**config.mk**
```make
export PLATFORM = sky130hd
export DESIGN_NAME = lru_key_value_cache
export DESIGN_NICKNAME = d
export VERILOG_FILES = /design/src/sv/lru_kv_pkg.sv /design/src/sv/lru_kv_cell.sv /design/src/sv/lru_key_value_cache.sv
export SDC_FILE = /design/constraint.sdc
export NUM_CORES = 1
export LEC_CHECK = 0
export BUFFER_PORTS_ARGS = -buffer_cell sky130_fd_sc_hd__buf_2
export CAP_MARGIN = 20
export CORE_ASPECT_RATIO = 0.75
export CORE_UTILIZATION = 51
export DETAILED_ROUTE_END_ITERATION = 10
export PLACE_DENSITY = 0.79
export SYNTH_ARGS = -nofsm -noshare
export SYNTH_HDL_FRONTEND = slang
export SYNTH_SLANG_ARGS = --single-unit
export TNS_END_PERCENT = 50
```
**constraint.sdc**
```tcl
create_clock -name clk -period 15.1 [get_ports clk]
set_clock_uncertainty 0.15 [all_clocks]
set_input_delay 1.51 -clock clk [delete_from_list [all_inputs] [get_ports clk]]
set_output_delay 1.51 -clock clk [all_outputs]
set_load 0.02 [all_outputs]
```
**src/sv/lru_kv_pkg.sv**
```systemverilog
package lru_kv_pkg;

    // Operation codes
    localparam logic OP_GET = 1'b0;
    localparam logic OP_SET = 1'b1;

    // Fixed field widths of the request and response
    localparam int unsigned KEY_PORT_W = 32;
    localparam int unsigned VAL_PORT_W = 64;
    localparam int unsigned LEN_W      = 4;

    typedef struct packed {
        logic                  operation;
        logic [KEY_PORT_W-1:0] key;
        logic [VAL_PORT_W-1:0] value;
        logic [LEN_W-1:0]      set_length;
    } lru_kv_req_t;

    typedef struct packed {
        logic                  hit;
        logic [VAL_PORT_W-1:0] read_value;
        logic [LEN_W-1:0]      read_length;
    } lru_kv_rsp_t;

    // Control that runs along the cell chain
    typedef struct packed {
        logic update;   // the chain moves this cycle
        logic cut;      // an earlier cell already stopped the shift
    } lru_kv_link_t;

endpackage

```
**src/sv/lru_kv_cell.sv**
```systemverilog
module lru_kv_cell
    import lru_kv_pkg::*;
#(
    parameter int unsigned KEY_W = 32,
    parameter int unsigned VAL_W = 64
)
(
    input  logic                      clk,
    input  logic                      rst_n,
    input  logic [KEY_W-1:0]          cmp_key,
    input  lru_kv_link_t              link_in,
    input  logic                      prev_valid,
    input  logic [KEY_W-1:0]          prev_key,
    input  logic [VAL_W-1:0]          prev_value,
    input  logic [LEN_W-1:0]          prev_length,
    output lru_kv_link_t              link_out,
    output logic                      valid,
    output logic [KEY_W-1:0]          key,
    output logic [VAL_W-1:0]          value,
    output logic [LEN_W-1:0]          length,
    output logic                      match
);

    logic             valid_reg;
    logic [KEY_W-1:0] key_reg;
    logic [VAL_W-1:0] value_reg;
    logic [LEN_W-1:0] length_reg;
    logic             shift;
    logic             stop;

    // Key compare against the pending request
    assign match = valid_reg && (key_reg == cmp_key);

    // The shift stops at the matching entry or at the first empty cell
    assign stop  = match || !valid_reg;
    assign shift = link_in.update && !link_in.cut;

    assign link_out.update = link_in.update;
    assign link_out.cut    = link_in.cut || stop;

    // Valid flag
    always_ff @(posedge clk or negedge rst_n)
    begin
        if (!rst_n)
        begin
            valid_reg <= 1'b0;
        end
        else if (shift)
        begin
            valid_reg <= prev_valid;
        end
    end

    // Entry payload, taken from the neighbor on a shift
    always_ff @(posedge clk)
    begin
        if (shift)
        begin
            key_reg    <= prev_key;
            value_reg  <= prev_value;
            length_reg <= prev_length;
        end
    end

    assign valid  = valid_reg;
    assign key    = key_reg;
    assign value  = value_reg;
    assign length = length_reg;

endmodule

```
**src/sv/lru_key_value_cache.sv**
```systemverilog
// Fully associative key-value cache with least-recently-used replacement.
// Request channel: a transfer happens at a rising edge with start high and
// busy low; request carries a get or a set with key, value and length.
// Response channel: done is high for exactly one cycle and response holds
// hit, read_value and read_length for that cycle; the receiver takes it
// then and cannot hold it off.
// Entries sit in a chain of cells ordered by recency: cell 0 is the most
// recent entry and the last valid cell the least recent. A hit or an
// insert moves the entry to cell 0 while every cell in front of it moves
// one place back; an insert into a full chain drops the last cell.
// Order: the request transfer sets busy_reg, and the end of the compare
// cycle sets done_reg, which drives done beside the registered response.
// Flow: busy is high for the one compare and shift cycle, in which all
// cells compare keys in parallel and the stop of the shift ripples along
// the chain; a new request can transfer while done shows the last response.
// Reset clears every valid flag, so the cache starts empty; stored keys and
// values are not cleared. No request is held back after reset.
module lru_key_value_cache
    import lru_kv_pkg::*;
#(
    parameter int unsigned CAPACITY    = 8,
    parameter int unsigned KEY_BITS    = 32,
    parameter int unsigned VALUE_BYTES = 8
)
(
    input  logic        clk,
    input  logic        rst_n,
    input  logic        start,
    output logic        busy,
    input  lru_kv_req_t request,
    output logic        done,
    output lru_kv_rsp_t response
);

    localparam int unsigned KEY_W = (KEY_BITS < KEY_PORT_W) ? KEY_BITS : KEY_PORT_W;
    localparam int unsigned VAL_W = VALUE_BYTES * 8;

    logic                  busy_reg;
    logic                  busy_next;
    logic                  done_reg;
    logic                  done_next;
    lru_kv_rsp_t           result_reg;
    lru_kv_rsp_t           result_next;

    logic                  op_reg;
    logic [KEY_W-1:0]      key_reg;
    logic [VAL_W-1:0]      value_reg;
    logic [LEN_W-1:0]      length_reg;

    logic [LEN_W-1:0]      len_sat;
    logic [VAL_W-1:0]      val_masked;
    logic                  accept;

    logic [CAPACITY-1:0]             cell_valid;
    logic [CAPACITY-1:0][KEY_W-1:0]  cell_key;
    logic [CAPACITY-1:0][VAL_W-1:0]  cell_value;
    logic [CAPACITY-1:0][LEN_W-1:0]  cell_length;
    logic [CAPACITY-1:0]             cell_match;
    lru_kv_link_t [CAPACITY:0]       link;

    logic                  hit;
    logic [VAL_W-1:0]      hit_value;
    logic [LEN_W-1:0]      hit_length;
    logic [VAL_W-1:0]      front_value;
    logic [LEN_W-1:0]      front_length;

    assign accept = start && !busy_reg;

    // Length saturation and byte masking of the incoming value
    always_comb
    begin
        if (request.set_length > LEN_W'(VALUE_BYTES))
        begin
            len_sat = LEN_W'(VALUE_BYTES);
        end
        else
        begin
            len_sat = request.set_length;
        end
        for (int b = 0; b < VALUE_BYTES; b++)
        begin
            if (LEN_W'(b) < len_sat)
            begin
                val_masked[b*8 +: 8] = request.value[b*8 +: 8];
            end
            else
            begin
                val_masked[b*8 +: 8] = 8'h00;
            end
        end
    end

    // Request register
    always_ff @(posedge clk)
    begin
        if (accept)
        begin
            op_reg     <= request.operation;
            key_reg    <= request.key[KEY_W-1:0];
            value_reg  <= val_masked;
            length_reg <= len_sat;
        end
    end

    // Hit detect and read-out of the matching cell
    always_comb
    begin
        hit        = |cell_match;
        hit_value  = '0;
        hit_length = '0;
        for (int i = 0; i < CAPACITY; i++)
        begin
            if (cell_match[i])
            begin
                hit_value  = hit_value | cell_value[i];
                hit_length = hit_length | cell_length[i];
            end
        end
    end

    // Entry that enters cell 0
    assign front_value  = (op_reg == OP_SET) ? value_reg  : hit_value;
    assign front_length = (op_reg == OP_SET) ? length_reg : hit_length;

    // The chain moves on a set or on a get that hits
    assign link[0].update = busy_reg && ((op_reg == OP_SET) || hit);
    assign link[0].cut    = 1'b0;

    // Cell chain
    for (genvar i = 0; i < CAPACITY; i++)
    begin : g_cell
        if (i == 0)
        begin : g_head
            lru_kv_cell #(
                .KEY_W (KEY_W),
                .VAL_W (VAL_W)
            ) u_cell (
                .clk         (clk),
                .rst_n       (rst_n),
                .cmp_key     (key_reg),
                .link_in     (link[i]),
                .prev_valid  (1'b1),
                .prev_key    (key_reg),
                .prev_value  (front_value),
                .prev_length (front_length),
                .link_out    (link[i+1]),
                .valid       (cell_valid[i]),
                .key         (cell_key[i]),
                .value       (cell_value[i]),
                .length      (cell_length[i]),
                .match       (cell_match[i])
            );
        end
        else
        begin : g_body
            lru_kv_cell #(
                .KEY_W (KEY_W),
                .VAL_W (VAL_W)
            ) u_cell (
                .clk         (clk),
                .rst_n       (rst_n),
                .cmp_key     (key_reg),
                .link_in     (link[i]),
                .prev_valid  (cell_valid[i-1]),
                .prev_key    (cell_key[i-1]),
                .prev_value  (cell_value[i-1]),
                .prev_length (cell_length[i-1]),
                .link_out    (link[i+1]),
                .valid       (cell_valid[i]),
                .key         (cell_key[i]),
                .value       (cell_value[i]),
                .length      (cell_length[i]),
                .match       (cell_match[i])
            );
        end
    end

    // Control and response next state
    always_comb
    begin
        busy_next   = busy_reg;
        done_next   = 1'b0;
        result_next = result_reg;
        if (busy_reg)
        begin
            busy_next               = 1'b0;
            done_next               = 1'b1;
            result_next.hit         = hit;
            result_next.read_value  = '0;
            result_next.read_length = '0;
            if ((op_reg == OP_GET) && hit)
            begin
                result_next.read_value  = VAL_PORT_W'(hit_value);
                result_next.read_length = hit_length;
            end
        end
        else if (accept)
        begin
            busy_next = 1'b1;
        end
    end

    always_ff @(posedge clk or negedge rst_n)
    begin
        if (!rst_n)
        begin
            busy_reg <= 1'b0;
            done_reg <= 1'b0;
        end
        else
        begin
            busy_reg <= busy_next;
            done_reg <= done_next;
        end
    end

    always_ff @(posedge clk)
    begin
        result_reg <= result_next;
    end

    assign busy     = busy_reg;
    assign done     = done_reg;
    assign response = result_reg;

    // Checks
    a_one_cycle_busy: assert property (@(posedge clk) disable iff (!rst_n)
        busy_reg |=> !busy_reg && done_reg)
        else $error("compare cycle did not end in a response");

    a_start_takes: assert property (@(posedge clk) disable iff (!rst_n)
        (start && !busy_reg) |=> busy_reg)
        else $error("request transfer did not start work");

    a_unique_match: assert property (@(posedge clk) disable iff (!rst_n)
        busy_reg |-> $onehot0(cell_match))
        else $error("key matches more than one cell");

    a_packed_chain: assert property (@(posedge clk) disable iff (!rst_n)
        (cell_valid & (cell_valid + CAPACITY'(1))) == '0)
        else $error("valid cells are not packed at the head of the chain");

    a_done_idle: assert property (@(posedge clk) disable iff (!rst_n)
        done_reg |-> !busy_reg)
        else $error("response shown while busy");

endmodule
```
# After elaboration in Yosys (flattened, before gate mapping)
# Cells that the tools add are included.
[word_totals]
regBits = 980
inputBits = 104
output_inout_bits = 71
word_cells = 150
[op_classes]
order_cmp = 9
n_eq_ne = 8
mux = 22
bitwise_logic = 15
n_reduce_logical = 48
[ops]
columns = ["cell", "count"]
rows = [
  ["two-way mux 64 bit", 9],
  ["OR 64 bit", 7],
  ["== test 32 bit", 8],
  ["two-way mux 4 bit", 10],
  ["OR 4 bit", 7],
  ["logical AND 1 bit", 18],
  ["< comparator 3 x 4 -> 1 bit (first input constant)", 4],
  ["logical NOT 1 bit", 15],
  ["logical OR 1 bit", 14],
  ["< comparator 1 x 4 -> 1 bit (first input constant)", 2],
  ["< comparator 2 x 4 -> 1 bit (first input constant)", 2],
  ["OR reduction 8 bit", 1],
  ["greater-than comparator 4 bit (second input constant)", 1],
  ["two-way mux 1 bit", 3],
  ["NOT 1 bit", 1],
]

# Longest topological paths before layout
# Gate-level depths: netlist of the first run.
[depth]
ltp_word = 18
ltp_mapped = 11
mapped_depth_nobuf = 7

# By module
# A second synthesis of the first run with hierarchy kept.
[unflattened]
hier_cells = 2021
hier_area_um2 = 37383.4
[by_module_without_submodules]
columns = ["mod", "n_inst", "cells_each", "area_per_inst_um2", "seq_area_each_um2"]
rows = [
  ["lru_kv_cell", 8, 151, 3415.8, 3027.9],
  ["lru_key_value_cache", 1, 813, 10057.1, 5154.9],
]

# Least setup slack after synthesis of the first run
# Ideal clock, no wire load.
[synth_path]
path_type = "register to register"
from = "register busy_reg, in the netlist busy"
to = "register g_cell[7].g_body.u_cell.key_reg[0], enable pin"
setup_time_ns = 0.810
arrival_time_ns = 11.619
t_required_ns = 14.140
slack_ns = 2.522
path_stages_with_launch = 3
n_path_buf = 0
period_less_slack_ns = 12.578
cell_sequence = "dfrtp_1 nand3_1 nor4_1"
[synth_between]
elab_chain_len = 2
[synth_rtl]
columns = ["element", "line", "rtl"]
rows = [
  ["from (decl)", "lru_key_value_cache.sv:38", "logic busy_reg;"],
  ["from (signal assigned)", "lru_key_value_cache.sv:212", "busy_reg <= busy_next;"],
  ["logical AND 1 bit", "lru_key_value_cache.sv:126", "assign link[0].update = busy_reg && ((op_reg == OP_SET) || hit);"],
  ["logical AND 1 bit", "lru_kv_cell.sv:36", "assign shift = link_in.update && !link_in.cut;"],
  ["net g_cell[7].g_body.u_cell.shift", "lru_kv_cell.sv:28", "logic shift;"],
  ["to (signal assigned)", "lru_kv_cell.sv:59", "key_reg <= prev_key;"],
  ["to (decl)", "lru_kv_cell.sv:25", "logic [KEY_W-1:0] key_reg;"],
]
# The timed path passes the listed nets, and every way through them passes these cells.
# A chain may end at the register's enable or synchronous reset.

# Worst setup path in the final report of the first run
[layout_path]
from = "register key_reg[2]"
to = "register g_cell[5].g_body.u_cell.value_reg[61], enable pin"
[layout_between]
elab_chain_len = 9
word_cells_on_any_way = 30
cone_classes = "eq/ne (8); reduce/logical (22)"
[layout_rtl]
columns = ["element", "line", "rtl"]
rows = [
  ["from (decl)", "lru_key_value_cache.sv:46", "logic [KEY_W-1:0] key_reg;"],
  ["from (signal assigned)", "lru_key_value_cache.sv:99", "key_reg <= request.key[KEY_W-1:0];"],
  ["== test 32 bit", "lru_kv_cell.sv:32", "assign match = valid_reg && (key_reg == cmp_key);"],
  ["logical AND 1 bit", "lru_kv_cell.sv:32", ""],
  ["logical OR 1 bit", "lru_kv_cell.sv:35", "assign stop = match || !valid_reg;"],
  ["logical OR 1 bit (4 in a row)", "lru_kv_cell.sv:39", "assign link_out.cut = link_in.cut || stop;"],
  ["logical NOT 1 bit", "lru_kv_cell.sv:36", ""],
  ["logical AND 1 bit (*)", "lru_kv_cell.sv:36", ""],
  ["net g_cell[5].g_body.u_cell.shift", "lru_kv_cell.sv:28", ""],
  ["to (signal assigned)", "lru_kv_cell.sv:60", "value_reg <= prev_value;"],
  ["to (decl)", "lru_kv_cell.sv:26", "logic [VAL_W-1:0] value_reg;"],
]
# Mark *: on every way through the listed nets, which the timed path passes. The rest lies on a longest branch.

==> impl_metrics.tcl, run 1 <==
set metrics [dict create \
    rsz0062_at_grt "no" \
    portBuffers 174 \
    nNetsFinal 2370 \
    cts_buffers 91 \
    ys_types 40 \
    finalSetupTns_ns 0 \
    synthMuxAreaShare_pct 0 \
    async_reset_ff_share_pct 1.020 \
    clockBufferDepth 3 \
    worstPathRequired_ns 15.23 \
    path_max_fanout 69 \
    clkTransAtPathRegs_ns 0.06 \
    crit_top_cell "buf_4" \
    fin_crit_ns 6.527 \
    irDropWorstVdd_uv 90.18 \
    relSlewSlack_pct 24.38 \
    core_um2 71790 \
    arrival_ns 6.66 \
    synth_edf_count 970 \
    hold_violations 0 \
    n_fill_cell 5119 \
    ant_nets 0 \
    synth_top_area_cell "edfxtp_1" \
    wl_um 90550 \
    endpoint_kind "flip-flop" \
    synth_xor_xnor_area_share_pct 6.060 \
    synth_fa_ha_area_share_pct 0 \
    cts_tree "done" \
    syn_avg_cell_area_um2 17.74 \
    cp_slowest_cell "buf_4" \
    row_count 85 \
    syn_inst 2085 \
    start_util_pct 51.54 \
    synth_area_leaders "edfxtp_1 79%, xnor2_1 5.4%, a22oi_1 4.3%" \
    via_count 20615 \
    syn_to_final_growth_pct 13.07 \
    pre_cts_ws_ns 8.721 \
    cts.repair.resized 0 \
    hpwl_um 52600 \
    worst_pin_slew_ns 1.134 \
    grt-ovfl-total 0 \
    yosysMostFrequentCell "edfxtp_1" \
    cpPeakStageDelay_ns 0.88 \
    yosys.area_share.simple_pct 5.262 \
    dp_cells 3130 \
    p_per_area_nw_per_um2 139.2 \
    netlist_area_um2 37000 \
    post-route-period-util_pct 43.22 \
    clk_latency_ns 0.66 \
    synth_compound_area_share_pct 7.494 \
    layout-drive-gt1-share_pct 15.88 \
    clock.fmax_mhz 153.2 \
    wl_per_cell_um 27.44 \
    status "completed" \
    synth_top_family_by_area "compound AO/OA/AOI/OAI gates" \
    crit_path_start_kind "flip-flop" \
    cts_hold_buf 0 \
    cap_violations 0 \
    antenna_found_initial 2 \
    drtPass1Iterations 5 \
    drcViolationCount 0 \
    fin_cells 3300 \
    grt_pass1_vias 20895 \
    chipWidth_um 313.0 \
    grt_max_degree 75 \
    yosysWarnings 0 \
    maxSlewViolCount 0 \
    pin_count 175 \
    setup_slack_ns 8.573 \
    yosysSeqAreaShare_pct 79.40 \
    drtIter0Drc 2607 \
    synth-seq-cells 980 \
    dieArea_um2 73640 \
    cp_num_buf_inv 3 \
    synth_common_cells "970 x edfxtp_1, 229 x xnor2_1, 214 x a22oi_1" \
    largest_reg_flops 448 \
    synth_nets 2189 \
    finalSetupViolations 0 \
    via_per_inst 6.247 \
    leakage_nw 13.21 \
    worstHoldPathType "reg -> reg" \
    root_buffer "clkbuf_16" \
    die_y_um 235.3 \
    htreeDepth 3 \
    crit_type "reg -> reg" \
    gp_congestion 0.9459 \
    clock-sinks 980 \
    cpLargestDelayFamily "simple AND/OR/NAND/NOR gates" \
    postCtsSetupBuffers 0 \
    synth_top_area_share_pct 78.73 \
    grt_pass1_wl_um 135100 \
    grt_use_total_pct 24.58 \
    crit_chain "xnor2_1 -> nand4_1 -> nor4_1 -> and3_2 -> buf_4 -> or4_1 -> o31ai_4 -> nor3_2 -> buf_4 -> buf_4" \
    synth_ff_type "edfxtp_1" \
]
-- area by class of cell --
type                            count  area (um^2)  area share (%)
Inverter                            6        27.53         0.06580
Sequential cell                   980        29380           70.23
Tap cell                          957         1197           2.862
Antenna cell                        1        2.502        0.005982
Timing Repair Buffer              210         1141           2.728
Clock buffer                      105         2351           5.620
Multi-Input combinational cell    977         7038           16.82
Clock inverter                     64        694.4           1.660
-- layer usage --
layer / vias up / global-route usage [%] / part of all wire, %
li1: 8605 / - / -
met1: 10408 / 36.02 / 40
met2: 1440 / 36.60 / 46
met3: 162 / 5.726 / 12
met4: 0 / 7.997 / 2.7
met5: - / 0 / 0
-- cell families after synthesis --
group | after synthesis
xor gates and xnor gates | 256
AOI/OAI and AO/OA | 377
and+or+nand+nor | 344
buffers and inverters | 128
DFF | 980
-- final timing paths --
check                                                       startpoint                                     endpoint  slack, ns  cells after the start
setup / recovery                                  key_reg[2]$_DFFE_PP_  g_cell[5].g_body.u_cell.value[61]$_DFFE_PP_       8.57                     10
hold / removal             g_cell[3].g_body.u_cell.value[41]$_DFFE_PP_  g_cell[4].g_body.u_cell.value[41]$_DFFE_PP_       0.29                      0
setup reg to reg                                  key_reg[2]$_DFFE_PP_  g_cell[5].g_body.u_cell.value[61]$_DFFE_PP_       8.57                     10
hold reg to reg            g_cell[3].g_body.u_cell.value[41]$_DFFE_PP_  g_cell[4].g_body.u_cell.value[41]$_DFFE_PP_       0.29                      0
max in group asynchronous                                        rst_n                               busy$_DFF_PN0_      13.99                      1
min in group asynchronous                                        rst_n    g_cell[5].g_body.u_cell.valid$_DFFE_PN0P_       0.56                      1
-- layout by cell type, fill, tap and decap left out, types with 15 or more instances in the layout --
master	instances
and4_1	46
and2_1	16
edfxtp_1	970
xor2_1	27
buf_4	36
a41oi_1	15
clkinv_1	17
nor4_1	21
nand4_1	59
nor2_1	115
a22oi_1	214
clkbuf_16	92
a22o_1	29
nor2b_1	51
xnor2_1	229
clkinv_2	21
a31oi_1	23
buf_2	174
a21oi_1	54
a221oi_1	29
-- power by group --
part	total, mW	leakage (nW)	switching, mW	internal (mW)
clock network	2.37	1.48	1.02	1.35
registers	3.22	9.16	0.0837	3.13
logic	0.239	2.57	0.166	0.0733
-- metrics by stage --
| stage | hold slack, ns | power (mW) | util, % | cell area (um^2) |
|---|---|---|---|---|
| after detailed placement | 0.2835 | 3.507 | 54.03 | 38790 |
| final | 0.2923 | 5.822 | 58.27 | 41830 |
| after global routing | 0.3041 | 5.962 | 58.27 | 41830 |
| after global placement | 0.2790 | 3.497 | 54.03 | 38790 |
| after floorplan | 0.2764 | 3.401 | - | 37000 |
| after CTS | 0.2916 | 5.844 | 58.27 | 41830 |
Note: power is estimated with default switching activity, not from simulation.
==> run 2, diff against run 1 <==
--- a/config.mk
+++ b/config.mk
@@ -10,7 +10,7 @@
 export CORE_ASPECT_RATIO = 0.75
 export CORE_UTILIZATION = 51
 export DETAILED_ROUTE_END_ITERATION = 10
-export PLACE_DENSITY = 0.79
+export PLACE_DENSITY = 0.82
 export SYNTH_ARGS = -nofsm -noshare
 export SYNTH_HDL_FRONTEND = slang
 export SYNTH_SLANG_ARGS = --single-unit
==> constraint.sdc (replaced) <==
create_clock -name clk -period 5.5 [get_ports clk]
set_clock_uncertainty 0.15 [all_clocks]
set_input_delay 0.55 -clock clk [delete_from_list [all_inputs] [get_ports clk]]
set_output_delay 0.55 -clock clk [all_outputs]
set_load 0.02 [all_outputs]
==> impl_metrics.tcl, run 2 (synthesis gave the netlist of run 1 again) <==
set metrics [dict create \
    finalSetupViolations 0 \
    stdcell_area_um2 42290 \
    worstSetupStartpoint "key_reg[7]$_DFFE_PP_" \
    cts_tree "done" \
    via_count 20993 \
    worstHoldPathType "in -> reg" \
    largest_reg_flops 448 \
    total_power_mw 15.85 \
    start_util_pct 51.54 \
    worstPathRequired_ns 5.72 \
    holdCritStartpoint "request[4]" \
    chipWidth_um 313.0 \
    r2r_end "g_cell[0].g_head.u_cell.value[52]$_DFFE_PP_" \
    hold_violations 0 \
    crit_type "reg -> reg" \
    p_per_area_nw_per_um2 374.8 \
    n_fill_cell 5029 \
    crit_path_start_kind "flip-flop" \
    grt-ovfl-total 0 \
    gp_congestion 0.9090 \
    cts_hold_buf 36 \
    final_common_cell "edfxtp_1" \
    drtIter0Drc 2562 \
    grt_pass1_wl_um 137900 \
    irDropWorstVdd_uv 271.5 \
    relSlewSlack_pct 23.88 \
    hold_slack_ns 0.03546 \
    postCtsSetupBuffers 0 \
    syn_to_final_growth_pct 14.29 \
    fin_crit_ns 4.461 \
    root_buffer "clkbuf_16" \
    clk_latency_ns 0.65 \
    r2r-start "key_reg[7]$_DFFE_PP_" \
    hpwl_um 52510 \
    rsz0062_at_grt "no" \
    pin_count 175 \
    clkTransAtPathRegs_ns 0.06 \
    placed_area_um2 38990 \
    dp_cells 3137 \
    fin_cells 3335 \
    dieArea_um2 73640 \
    cts.repair.resized 0 \
    cts_buffers 90 \
    status "completed" \
    cap_violations 0 \
    path_max_fanout 38 \
    drtPass1Iterations 5 \
    row_count 85 \
    wl_per_cell_um 27.73 \
    drcViolationCount 0 \
    nNetsFinal 2412 \
    arrival_ns 4.68 \
    antenna_found_initial 3 \
    via_per_inst 6.295 \
    maxSlewViolCount 0 \
    grt_max_degree 103 \
    layout-drive-gt1-share_pct 15.64 \
    reg2reg_depth 8 \
    diodes 0 \
    endpoint_kind "flip-flop" \
    holdPathEnd "value_reg[0]$_SDFFCE_PP0P_" \
    grt_use_total_pct 25.22 \
    core_um2 71790 \
    clock-sinks 980 \
    post-route-period-util_pct 81.11 \
    portBuffers 174 \
    wl_um 92490 \
    hold_depth 2 \
    clockBufferDepth 3 \
    leakage_nw 13.38 \
    final_cell_mix "970 x edfxtp_1, 229 x xnor2_1, 214 x a22oi_1" \
    htreeDepth 3 \
    grt_pass1_vias 21510 \
    r2r_slack_ns 1.04 \
    clock.fmax_mhz 224.2 \
    ant_nets 0 \
    worst_pin_slew_ns 1.142 \
    die_y_um 235.3 \
]
## run 2: cell count changes in the layout (fill, tap and decap cells not counted), sizes merged, moves of 2 or more
cell / previous run / this run
bufinv: 13 / 11
clkinvlp: 7 / 4
dlygate4sd3: 0 / 36
buf: 210 / 217
clkbuf: 105 / 102
## run 2: layer usage
metal	vias to the layer above	global-route usage [%]	wire, um
li1	8700	-	-
met1	10503	37.42	36500
met2	1580	38.20	42180
met3	210	4.501	11240
met4	0	7.953	2559
met5	-	0	0
## run 2: how the worst max path moves through the flow
stage	to	slack [ns]	cells past startpoint
6_report	g_cell[0].g_head.u_cell.value[52]$_DFFE_PP_	1.04	8
5_1_grt	g_cell[0].g_head.u_cell.value[23]$_DFFE_PP_	0.89	8
3_5_place_dp	g_cell[0].g_head.u_cell.value[52]$_DFFE_PP_	1.14	8
3_3_place_gp	g_cell[0].g_head.u_cell.value[52]$_DFFE_PP_	1.18	8
2_1_floorplan	g_cell[6].g_body.u_cell.key[0]$_DFFE_PP_	-1.01	9
4_1_cts	g_cell[0].g_head.u_cell.value[52]$_DFFE_PP_	1.08	8
## run 2: final cells by class
class / instances / area [um^2] / area share (%)
clock buffer: 102 / 2318 / 5.483
tap: 957 / 1197 / 2.832
inverter: 6 / 27.53 / 0.06510
sequential: 980 / 29380 / 69.48
clock inverter: 60 / 611.8 / 1.447
multi-input combinational: 977 / 7069 / 16.72
timing repair buffer: 253 / 1679 / 3.971
## run 2: power breakdown
part | total [mW] | internal [mW] | switching, mW
logic | 0.698 | 0.234 | 0.464
clock network | 6.32 | 3.56 | 2.76
registers | 8.83 | 8.60 | 0.237
## run 2: stage by stage
| step | setup TNS [ns] | util (%) | worst slack [ns] |
|---|---|---|---|
| 2_1_floorplan | -286.16 | - | -1.006 |
| 3_3_place_gp | 0 | 54.32 | 1.179 |
| 3_5_place_dp | 0 | 54.32 | 1.136 |
| 4_1_cts | 0 | 58.90 | 1.084 |
| 5_1_grt | 0 | 58.90 | 0.8949 |
| 6_report | 0 | 58.90 | 1.039 |
## run 2: worst max-delay path, cell delays in order, from the launching register on
cell and delay [ns]:
edfxtp_1 0.73, xnor2_1 0.31, nand4_1 0.20, nor4_1 0.11, and3_2 0.24, or4_4 0.57, o31ai_4 0.91, inv_4 0.54
buf_4 0.39
